<file path="config.mk">
export PLATFORM = sky130hd
export DESIGN_NAME = lcd_mode_timing_sequencer_unit
export DESIGN_NICKNAME = d
export VERILOG_FILES = /design/src/design/lmts_pkg.sv /design/src/design/lmts_step.sv /design/src/design/lcd_mode_timing_sequencer_unit.sv
export SDC_FILE = /design/constraint.sdc
export NUM_CORES = 1
export LEC_CHECK = 0
export ABC_CLOCK_PERIOD_IN_PS = 6300
export BUFFER_PORTS_ARGS = -buffer_cell sky130_fd_sc_hd__buf_2
export CORE_MARGIN = 2
export CORE_UTILIZATION = 51
export CTS_CLUSTER_SIZE = 25
export DETAILED_ROUTE_END_ITERATION = 8
export GPL_TIMING_DRIVEN = 0
export PLACE_DENSITY = 0.75
export SYNTH_ARGS = -nofsm -noshare
export SYNTH_HDL_FRONTEND = slang
export SYNTH_SLANG_ARGS = --single-unit
</file>
<file path="constraint.sdc">
create_clock -name clk -period 6.3 [get_ports clk]
set_clock_uncertainty 0.2 [all_clocks]
set_input_delay 0.63 -clock clk [delete_from_list [all_inputs] [get_ports clk]]
set_output_delay 0.63 -clock clk [all_outputs]
set_load 0.01 [all_outputs]
</file>
<file path="src/design/lmts_pkg.sv">
`timescale 1ns / 1ps
// ----------------------------------------------------------------------------
// lmts_pkg
// Types and timing constants shared by the LCD mode timing sequencer.
// ----------------------------------------------------------------------------
package lmts_pkg;

    localparam int DOT_W  = 10;
    localparam int LINE_W = 8;
    localparam int CYC_W  = 7;
    localparam int IRQ_W  = 4;

    localparam logic [DOT_W-1:0]  DOTS_OAM    = 10'd80;
    localparam logic [DOT_W-1:0]  DOTS_XFER   = 10'd172;
    localparam logic [DOT_W-1:0]  DOTS_HBLANK = 10'd204;
    localparam logic [DOT_W-1:0]  DOTS_LINE   = 10'd456;
    localparam logic [DOT_W-1:0]  DOTS_MAX    = 10'd1023;
    localparam logic [LINE_W-1:0] LINE_VBLANK = 8'd144;
    localparam logic [LINE_W-1:0] LINE_LAST   = 8'd153;

    // Bits of the STAT interrupt enable register.
    localparam int IRQ_HBLANK  = 0;
    localparam int IRQ_VBLANK  = 1;
    localparam int IRQ_OAM     = 2;
    localparam int IRQ_COMPARE = 3;

    // Configuration register indexes (byte address is four times the index).
    localparam logic [1:0] REG_LCD_ENABLE   = 2'd0;
    localparam logic [1:0] REG_COMPARE_LINE = 2'd1;
    localparam logic [1:0] REG_IRQ_ENABLES  = 2'd2;

    localparam int APB_ADDR_W = 4;
    localparam int APB_DATA_W = 32;

    typedef enum logic [1:0] {
        MODE_HBLANK = 2'd0,
        MODE_VBLANK = 2'd1,
        MODE_OAM    = 2'd2,
        MODE_XFER   = 2'd3
    } lcd_mode_t;

    typedef enum logic {
        ACT_ADVANCE   = 1'b0,
        ACT_LINE_CLR  = 1'b1
    } action_t;

    typedef struct packed {
        logic             action;
        logic [CYC_W-1:0] cycles;
    } req_item_t;

    typedef struct packed {
        logic [1:0]        lcd_mode;
        logic [LINE_W-1:0] current_line;
        logic              coincidence;
        logic              vblank_irq;
        logic              stat_irq;
        logic              render_strobe;
        logic              frame_done;
    } res_item_t;

    typedef struct packed {
        logic [DOT_W-1:0]  dot_count;
        logic [LINE_W-1:0] line_count;
        lcd_mode_t         mode;
        logic              match_flag;
    } timing_state_t;

    typedef struct packed {
        logic              lcd_enable;
        logic [LINE_W-1:0] compare_line;
        logic [IRQ_W-1:0]  irq_enables;
    } timing_cfg_t;

endpackage

</file>
<file path="src/design/lmts_step.sv">
`timescale 1ns / 1ps
// ----------------------------------------------------------------------------
// lmts_step
// Next-state and result logic for one request of the timing sequencer.
// ----------------------------------------------------------------------------
module lmts_step
    import lmts_pkg::*;
(
    input  timing_state_t cur,
    input  timing_cfg_t   cfg,
    input  req_item_t     item,
    output timing_state_t nxt,
    output res_item_t     res
);

    logic [DOT_W:0]    dot_sum;
    logic [DOT_W-1:0]  dot_sat;
    logic [LINE_W-1:0] line_inc;
    logic              vbl;
    logic              stat;
    logic              rend;
    logic              frame;
    logic              check;

    assign dot_sum  = {1'b0, cur.dot_count} + {{(DOT_W+1-CYC_W){1'b0}}, item.cycles};
    assign dot_sat  = dot_sum[DOT_W] ? DOTS_MAX : dot_sum[DOT_W-1:0];
    assign line_inc = cur.line_count + 8'd1;

    always_comb
    begin
        nxt   = cur;
        vbl   = 1'b0;
        stat  = 1'b0;
        rend  = 1'b0;
        frame = 1'b0;
        check = 1'b0;
        if (item.action == ACT_LINE_CLR)
        begin
            nxt.line_count = '0;
        end
        else if (!cfg.lcd_enable)
        begin
            nxt.line_count = '0;
            nxt.dot_count  = '0;
            nxt.mode       = MODE_HBLANK;
            stat           = cfg.irq_enables[IRQ_HBLANK];
        end
        else
        begin
            nxt.dot_count = dot_sat;
            unique case (cur.mode)
                MODE_OAM:
                begin
                    if (dot_sat >= DOTS_OAM)
                    begin
                        nxt.dot_count = dot_sat - DOTS_OAM;
                        nxt.mode      = MODE_XFER;
                    end
                end
                MODE_XFER:
                begin
                    if (dot_sat >= DOTS_XFER)
                    begin
                        nxt.dot_count = dot_sat - DOTS_XFER;
                        nxt.mode      = MODE_HBLANK;
                        stat          = cfg.irq_enables[IRQ_HBLANK];
                        rend          = 1'b1;
                    end
                end
                MODE_HBLANK:
                begin
                    if (dot_sat >= DOTS_HBLANK)
                    begin
                        nxt.dot_count  = dot_sat - DOTS_HBLANK;
                        nxt.line_count = line_inc;
                        check          = 1'b1;
                        if (line_inc == LINE_VBLANK)
                        begin
                            nxt.mode = MODE_VBLANK;
                            vbl      = 1'b1;
                            stat     = cfg.irq_enables[IRQ_VBLANK];
                            frame    = 1'b1;
                        end
                        else
                        begin
                            nxt.mode = MODE_OAM;
                            stat     = cfg.irq_enables[IRQ_OAM];
                        end
                    end
                end
                default:
                begin
                    if (dot_sat >= DOTS_LINE)
                    begin
                        nxt.dot_count  = dot_sat - DOTS_LINE;
                        nxt.line_count = line_inc;
                        check          = 1'b1;
                        // Past the last blank line the frame restarts at line zero.
                        if (line_inc > LINE_LAST)
                        begin
                            nxt.line_count = '0;
                            nxt.mode       = MODE_OAM;
                            stat           = cfg.irq_enables[IRQ_OAM];
                        end
                    end
                end
            endcase
            if (check)
            begin
                nxt.match_flag = (nxt.line_count == cfg.compare_line);
                stat = stat | (nxt.match_flag & cfg.irq_enables[IRQ_COMPARE]);
            end
        end
    end

    assign res.lcd_mode      = nxt.mode;
    assign res.current_line  = nxt.line_count;
    assign res.coincidence   = nxt.match_flag;
    assign res.vblank_irq    = vbl;
    assign res.stat_irq      = stat;
    assign res.render_strobe = rend;
    assign res.frame_done    = frame;

endmodule

</file>
<file path="src/design/lcd_mode_timing_sequencer_unit.sv">
`timescale 1ns / 1ps
// ----------------------------------------------------------------------------
// lcd_mode_timing_sequencer_unit
// LCD mode timing sequencer with an APB register port.
// ----------------------------------------------------------------------------
// Path: an accepted request is held in the input register, passes through
// the combinational step logic and is stored in the result register.
// Throughput: one request per cycle while the result side is not stalled.
// Reset: the line and dot counters clear, the mode becomes vertical blank,
// the match flag is set and the registers take their reset values.
module lcd_mode_timing_sequencer_unit
    import lmts_pkg::*;
(
    input  logic                  clk,
    input  logic                  rst_n,
    input  logic                  psel,
    input  logic                  penable,
    input  logic                  pwrite,
    input  logic [APB_ADDR_W-1:0] paddr,
    input  logic [APB_DATA_W-1:0] pwdata,
    output logic [APB_DATA_W-1:0] prdata,
    output logic                  pready,
    input  logic                  req_valid,
    output logic                  req_ready,
    input  req_item_t             req_item,
    output logic                  res_valid,
    input  logic                  res_ready,
    output res_item_t             res_item
);

    timing_cfg_t   cfg_reg;
    timing_state_t state_reg;
    timing_state_t state_next;
    res_item_t     step_res;
    req_item_t     in_item_reg;
    logic          in_valid_reg;
    res_item_t     res_item_reg;
    logic          res_valid_reg;
    logic          advance;
    logic          cfg_write;
    logic [1:0]    reg_index;

    assign pready    = 1'b1;
    assign reg_index = paddr[APB_ADDR_W-1:2];
    assign cfg_write = psel && penable && pwrite;

    always_ff @(posedge clk or negedge rst_n)
    begin
        if (!rst_n)
        begin
            cfg_reg.lcd_enable   <= 1'b1;
            cfg_reg.compare_line <= '0;
            cfg_reg.irq_enables  <= '0;
        end
        else if (cfg_write)
        begin
            unique case (reg_index)
                REG_LCD_ENABLE:   cfg_reg.lcd_enable   <= pwdata[0];
                REG_COMPARE_LINE: cfg_reg.compare_line <= pwdata[LINE_W-1:0];
                REG_IRQ_ENABLES:  cfg_reg.irq_enables  <= pwdata[IRQ_W-1:0];
                default:          ;
            endcase
        end
    end

    always_comb
    begin
        unique case (reg_index)
            REG_LCD_ENABLE:   prdata = {{(APB_DATA_W-1){1'b0}}, cfg_reg.lcd_enable};
            REG_COMPARE_LINE: prdata = {{(APB_DATA_W-LINE_W){1'b0}}, cfg_reg.compare_line};
            REG_IRQ_ENABLES:  prdata = {{(APB_DATA_W-IRQ_W){1'b0}}, cfg_reg.irq_enables};
            default:          prdata = '0;
        endcase
    end

    // The held request moves on whenever the result register is free or drained.
    assign advance   = in_valid_reg && (!res_valid_reg || res_ready);
    assign req_ready = !in_valid_reg || advance;

    lmts_step u_step (
        .cur  (state_reg),
        .cfg  (cfg_reg),
        .item (in_item_reg),
        .nxt  (state_next),
        .res  (step_res)
    );

    always_ff @(posedge clk or negedge rst_n)
    begin
        if (!rst_n)
        begin
            in_valid_reg         <= 1'b0;
            res_valid_reg        <= 1'b0;
            state_reg.dot_count  <= '0;
            state_reg.line_count <= '0;
            state_reg.mode       <= MODE_VBLANK;
            state_reg.match_flag <= 1'b1;
        end
        else
        begin
            if (req_ready)
            begin
                in_valid_reg <= req_valid;
            end
            if (advance)
            begin
                res_valid_reg <= 1'b1;
                state_reg     <= state_next;
            end
            else if (res_ready)
            begin
                res_valid_reg <= 1'b0;
            end
        end
    end

    always_ff @(posedge clk)
    begin
        if (req_valid && req_ready)
        begin
            in_item_reg <= req_item;
        end
        if (advance)
        begin
            res_item_reg <= step_res;
        end
    end

    assign res_valid = res_valid_reg;
    assign res_item  = res_item_reg;

`ifndef SYNTHESIS
    // A finished frame is always reported together with the entry to vertical blank.
    assert property (@(posedge clk) disable iff (!rst_n)
        res_valid && res_item.frame_done |->
            res_item.vblank_irq && res_item.lcd_mode == MODE_VBLANK
            && res_item.current_line == LINE_VBLANK)
    else $error("frame_done without vertical blank entry at line 144");

    // The end of pixel transfer always lands in horizontal blank.
    assert property (@(posedge clk) disable iff (!rst_n)
        res_valid && res_item.render_strobe |->
            res_item.lcd_mode == MODE_HBLANK && !res_item.frame_done)
    else $error("render_strobe outside horizontal blank");

    // An advance while the display is off leaves the counters cleared.
    assert property (@(posedge clk) disable iff (!rst_n)
        advance && !cfg_reg.lcd_enable && in_item_reg.action == ACT_ADVANCE |=>
            state_reg.dot_count == '0 && state_reg.line_count == '0
            && state_reg.mode == MODE_HBLANK)
    else $error("disabled display did not clear the sequencer");

    // The timing state register holds whenever no request moves on.
    assert property (@(posedge clk) disable iff (!rst_n)
        !advance |=> $stable(state_reg))
    else $error("timing state changed without a request");
`endif

endmodule

</file>
==> key figures, run 1 <==
Placed design
  – Final GP Congestion: 1.00
  – DP HPWL: 11300 microns
  – Port Buffer Count: 49
  – Cells after DPL: 772

Routing
  – Vias per inst: 6.14
  – Drt drc: 0
  – Final wirelength: 15200 microns
  – Final ANT Viol Nets: 0
  – Per-cell routed wire length: 19.2 microns
  – Vias: 4849
  – Detailed Routing Iterations Pass 1: 5
  – Starting DRT DRC Count: 457

Floorplanning
  – IO Pins: 101
  – Area of the die: 0.0104 sq mm
  – Row cnt: 35
  – Initial Util: 52.7%
  – Core area: 0.00928 sq mm
  – Die extent in x: 102 microns
  – Die height: 102 microns

Global routing
  – First-pass GRT wire length: 24200 microns
  – Number of global-route vias before repair: 4488
  – Global-route usage over all layers: 30.2%
  – Initial antenna violation count: 0
  – Largest net degree at the start of global routing: 37
  – Overflow after GRT: 0

Setup path
  – CP arrival: 6.01 ns
  – Crit-path cells: ha_1 -> fa_1 -> a211o_1 -> a211o_1 -> and2_1 -> clkbuf_1 -> nor2_4 -> ha_1 -> o21ai_0 -> o21ai_0 -> a31oi_1 -> o21ai_1 -> a31oi_1 -> or4_1 -> and3_1 -> nor4_1 -> a41oi_1 -> nor3_2
  – Capture point of the worst path: res_item[2]
  – Critical path startpoint category: flop
  – CP startpoint: state_reg[11]
  – Critical path's largest stage delay: 0.61 ns
  – Crit end category: flop
  – Reg2Reg Depth: 18
  – Max stage delay cell, worst path: or4_1
  – Worst path required time: 6.28 ns
  – Internal reg-to-reg setup slack: 0.27 ns
  – Reg2reg end: res_item[2]
  – CP max FO: 11
  – Worst r2r src: state_reg[11]
  – WS Path Type: flop to flop

Timing
  – Slew at the pin closest to its max-slew limit: 1.18 ns
  – Hold Fails Final Rpt: 0
  – Final critical-path share of the clock period: 95.8%
  – Fmax: 166 MHz
  – Min Clock Period, post-route: 6.03 ns
  – # setup viols final: 0
  – Setup TNS: 0 ns
  – Slew margin rel.: 21.0%
  – Slew Viols, Final: 0
  – Fin Hold WS: 0.209 ns
  – RSZ-0062 raised after global routing: false

Power and ir drop
  – Maximum VDD drop: 0.218 mV
  – Final Total Pwr: 2.51 mW
  – Power per cell area: 449 mW/mm^2
  – Leak Pwr: 2.34 nW

Clock tree
  – Longest Clk Path Bufs: 2
  – Clk_lat worst skew: 0.34 ns
  – CTS tree: built
  – Clock buffer count from CTS: 9
  – # clock sinks: 58
  – Root Buffer: clkbuf_8
  – CTS H-tree depth: 3
  – Clock slew at reported path FFs: 0.08 ns
  – CTS Hold Bufs: 0

Cells and area
  – Final #Nets: 727
  – ANT cells: 0
  – Fraction of layout cells with a size suffix above 1: 20.0%
  – Syn-to-layout area delta: 14.2%
  – Max reg flops: 21
  – Post-route insts no fill: 790
  – Number of fill cells: 862

Hold path
  – Worst hold-check path type: input port to asynchronous set/reset pin

Synth
  – Post-synthesis cell type count: 80
  – YS warnings: 0
  – Sequential element share of the synthesized area: 32.0%
  – Ys async rst share: 62.1%
  – Seq cells post-synth: 58
  – Top FF cell, synth: dfrtp_1
  – Avg Inst Size Synth: 8.57 sq um
  – Synthesized cell area: 0.00489 sq mm
  – Syn Inst Count: 571
  – EDFF count, synth: 22

Outcome
  – Status: finished clean

Flow run
  – Max cap viols: 0
cell families after synthesis:
family	count (synthesis)	share of synthesized area (%)
AO/OA/AOI/OAI	186	27.5
flip-flops	58	32.0
adder cells (fa/ha/maj)	20	5.27
buffers and inverters	74	7.80
other	2	0.154
multiplexers	19	4.25
AND/OR/NAND/NOR	193	19.6
XOR/XNOR	19	3.40
cell usage in the layout (no fill, tap or decap), types with 7 or more instances in the layout:
| master | n |
|---|---|
| a21o_1 | 7 |
| buf_4 | 28 |
| a31oi_1 | 10 |
| conb_1 | 25 |
| o21ai_0 | 36 |
| inv_1 | 20 |
| nand2_1 | 52 |
| clkbuf_8 | 9 |
| a21oi_1 | 34 |
| buf_2 | 54 |
| nand3_1 | 20 |
| nor2_1 | 40 |
| nor3_1 | 14 |
| edfxtp_1 | 22 |
| clkbuf_1 | 21 |
| nor2b_1 | 8 |
| and3_1 | 10 |
| ha_1 | 19 |
| o211ai_1 | 10 |
| xnor2_1 | 16 |
| nand2b_1 | 10 |
| dfrtp_1 | 33 |
| and2_1 | 11 |
| mux2_2 | 14 |
what timing repair did:
item                       4_1_cts  5_1_grt
resized for setup                0        3
setup buffers                    0        2
setup endpoints to repair        0        3
hold endpoints to repair         0        0
power by group:
part	switching [mW]	internal, mW	total, mW
registers	0.0639	0.465	0.529
clock network	0.173	0.143	0.317
logic	1.07	0.591	1.66
per-stage QoR:
step                setup slack, ns  area, sq um  utilization (%)
detailed placement            0.118         5390             58.0
finish                        0.267         5590             60.2
floorplan                      1.08         4980                -
global placement              0.181         5390             58.0
global route                 0.0373         5590             60.2
CTS                          0.0306         5560             59.9
final cells by class:
class	instances	area, sq um	share of cell area, %
clock inverter	6	43.8	0.784
clock buffer	10	128	2.28
multi-input combinational	462	3050	54.5
tap	129	161	2.89
timing repair buffer	51	260	4.66
sequential	58	1570	28.0
buffer	52	299	5.35
inverter	22	82.6	1.48
synthesized netlist by cell type, drive strengths merged (7+ instances only):
cell,n,area [sq um]
ha,19,238
buf,32,224
o21ai,42,210
inv,20,75.1
nand3,20,100
and3,10,62.6
a211oi,7,65.1
o211ai,11,87.6
nand2,52,195
edfxtp,22,661
a21oi,35,179
nand2b,10,62.6
o31ai,7,57.6
xnor2,16,140
dfrtp,33,826
and2,11,68.8
a31oi,12,96.3
nor3,16,90.1
nor2,41,154
clkbuf,20,75.1
mux2,14,158
a21o,7,52.6
nor2b,8,50.1
worst min path at each step:
stage	depth (start not counted)	slack (ns)	start	to
2_1_floorplan	0	0.13	rst_n	cfg_reg[0]
3_3_place_gp	2	0.27	state_reg[0]	state_reg[0]
3_5_place_dp	2	0.28	state_reg[0]	state_reg[0]
4_1_cts	1	0.22	rst_n	state_reg[12]
5_1_grt	1	0.24	req_item[2]	in_item_reg[2]
6_report	1	0.21	rst_n	res_valid
worst max-delay path, delay by kind of cell (launching register included):
kind / cells / cell delay [ns]
buffers and inverters: 1 / 0.23
DFF: 1 / 0.39
AOI/OAI and AO/OA: 8 / 2.28
and+or+nand+nor: 6 / 1.78
adders and majority gates: 3 / 0.98
metal layers:
metal / vias to the layer above / part of all wire, % / track usage [%]
met3: 23 / 10 / 6.98
met4: 0 / 1.7 / 7.59
met1: 2287 / 45 / 45.8
li1: 2269 / - / -
met2: 270 / 43 / 43.5
met5: - / 0 / 0
No activity file was read; power rests on OpenSTA's default activity.
==> inputs of run 2 (changes only) <==
--- a/config.mk
+++ b/config.mk
@@ -7,7 +7,6 @@
 export LEC_CHECK = 0
 export ABC_CLOCK_PERIOD_IN_PS = 6300
 export BUFFER_PORTS_ARGS = -buffer_cell sky130_fd_sc_hd__buf_2
-export CORE_MARGIN = 2
 export CORE_UTILIZATION = 51
 export CTS_CLUSTER_SIZE = 25
 export DETAILED_ROUTE_END_ITERATION = 8
==> key figures, run 2 (same netlist as run 1, synthesis figures left out) <==
Global routing
  – Initial antenna violation count: 0 (unchanged)
  – First-pass GRT wire length: 25000 microns (+3.2%)
  – Number of global-route vias before repair: 4660 (+3.8%)
  – Largest net degree at the start of global routing: 37 (unchanged)
  – Global-route usage over all layers: 32.7% (+2.5 points)
  – Overflow after GRT: 0 (unchanged)

Floorplanning
  – Area of the die: 0.00999 sq mm (-3.9%)
  – Die extent in x: 99.9 microns (-2.0%)
  – Row cnt: 35 (unchanged)
  – Die height: 99.9 microns (-2.0%)
  – Initial Util: 52.7% (unchanged)
  – IO Pins: 101 (unchanged)
  – Core area: 0.00928 sq mm (unchanged)

Timing
  – Min Clock Period, post-route: 6.00 ns (-0.0280 ns)
  – Hold Fails Final Rpt: 0 (unchanged)
  – Final critical-path share of the clock period: 95.3% (-0.45 points)
  – Slew margin rel.: 20.9% (-0.11 points)
  – Worst setup margin: 0.295 ns (+0.0280 ns)
  – Slew at the pin closest to its max-slew limit: 1.18 ns (+0.00160 ns)
  – Fmax: 167 MHz (+0.47%)
  – Slew Viols, Final: 0 (unchanged)
  – Setup TNS: 0 ns (unchanged)
  – RSZ-0062 raised after global routing: false
  – # setup viols final: 0 (unchanged)

Clock tree
  – Clock buffer count from CTS: 9 (unchanged)
  – CTS Hold Bufs: 0 (unchanged)
  – CTS tree: built
  – Root Buffer: clkbuf_8
  – Clk_lat worst skew: 0.36 ns (+0.02 ns)
  – CTS H-tree depth: 3 (unchanged)
  – Longest Clk Path Bufs: 2 (unchanged)
  – # clock sinks: 58 (unchanged)
  – Clock slew at reported path FFs: 0.09 ns (about the same)

Power and ir drop
  – Power per cell area: 453 mW/mm^2 (+0.98%)
  – Sw Share: 52.9% (+0.67 points)
  – NetSw: 1.33 mW (+2.0%)
  – Logic gate share of total power: 66.6% (+0.3 points)
  – Sequential power share: 21.0% (about the same)
  – P_int: 1.19 mW (-0.75%)
  – Leak Pwr: 2.33 nW (about the same)
  – Power share of the clock group: 12.4% (-0.2 points)
  – Maximum VDD drop: 0.234 mV (+7.5%)

Cells and area
  – Commonest non-fill, non-tap cell in the layout: buf_2
  – Final #Nets: 726 (-0.14%)
  – Max reg flops: 21 (unchanged)
  – Syn-to-layout area delta: 13.8%
  – Most frequent cells in the layout: 54 x buf_2, 52 x nand2_1, 40 x nor2_1, 36 x o21ai_0, 34 x a21oi_1
  – Fraction of layout cells with a size suffix above 1: 19.7% (-0.27 points)
  – ANT cells: 0 (unchanged)

Setup path
  – CP max FO: 11 (unchanged)
  – WS Path Type: flop to flop
  – Crit end category: flop
  – Critical path startpoint category: flop
  – Worst path required time: 6.29 ns (about the same)
  – CP arrival: 5.99 ns (-0.02 ns)

Flow run
  – Max cap viols: 0 (unchanged)

Routing
  – Starting DRT DRC Count: 514 (+12%)
  – Vias: 4987 (+2.8%)
  – Drt drc: 0 (unchanged)
  – Vias per inst: 6.32 (+3.0%)
  – Detailed Routing Iterations Pass 1: 5 (unchanged)
  – Final ANT Viol Nets: 0 (unchanged)
  – Per-cell routed wire length: 19.8 microns (+3.4%)
  – Final wirelength: 15700 microns (+3.2%)

Placed design
  – DP HPWL: 11500 microns (+1.7%)
  – Port Buffer Count: 49 (unchanged)
  – Final GP Congestion: 0.995 (-0.93%)
  – Pre-CTS setup slack: 0.0132 ns (-0.104 ns)

Hold path
  – Worst hold-check path type: input port to asynchronous set/reset pin

Outcome
  – Status: finished clean
-- run 2: path summary, 6_finish.rpt --
kind	start	to	slack, ns	depth (start not counted)
max	state_reg[11]	res_item[2]	0.30	17
min reg2reg	in_valid_reg	res_valid	0.29	1
max in group asynchronous	rst_n	state_reg[10]	5.13	1
min in group clk	req_item[5]	in_item_reg[5]	0.25	1
min	rst_n	state_reg[14]	0.19	1
max reg2reg	state_reg[11]	res_item[2]	0.30	17
-- run 2: power by group through the flow --
stage	logic (mW)	registers (mW)	clock network, mW
CTS	1.60	0.528	0.312
global placement	1.57	0.532	0
detailed placement	1.59	0.534	0
finish	1.68	0.530	0.313
global route	1.82	0.537	0.326
floorplan	1.18	0.517	0
-- run 2: what timing repair did --
action / CTS / global route
setup endpoints to repair: 2 / 3
pin swaps: 0 / 1
resized for setup: 1 / 2
gates cloned: 0 / 0
setup buffers: 0 / 1
-- run 2: critical path, cell delays in order, from the launching register on --
cell,delay (ns)
dfrtp_1,0.39
ha_1,0.26
fa_1,0.45
a211o_1,0.32
a211o_1,0.39
and2_1,0.17
clkbuf_1,0.24
nor2_4,0.32
ha_1,0.24
nor4b_1,0.44
a31oi_1,0.23
o21ai_1,0.39
a31oi_1,0.30
or4_1,0.61
and3_1,0.21
nor4_1,0.32
a41oi_1,0.21
nor3_2,0.15
-- run 2: stage by stage --
| stage | std cells | util, % | instance area [sq um] | hold WS (ns) | total power [mW] |
|---|---|---|---|---|---|
| floorplan | 594 | - | 4980 | 0.134 | 1.70 |
| global placement | 772 | 58.0 | 5390 | 0.273 | 2.10 |
| detailed placement | 772 | 58.0 | 5390 | 0.282 | 2.12 |
| CTS | 788 | 59.8 | 5550 | 0.230 | 2.44 |
| global route | 789 | 60.0 | 5570 | 0.240 | 2.68 |
| finish | 789 | 60.0 | 5570 | 0.189 | 2.52 |
-- run 2: layer usage --
metal	track usage (%)	up-vias	routed length, microns
met5	0	-	0
met3	6.20	30	1490
met2	48.8	293	6850
met1	47.4	2403	7020
li1	-	2261	-
met4	11.4	0	295
-- run 2: area by class of cell --
type,count,area (sq um)
inverter,22,82.6
sequential,58,1570
multi-input combinational,462,3050
fill,869,3720
clock buffer,10,128
tap,129,161
clock inverter,6,33.8
buffer,52,299
timing repair buffer,50,253
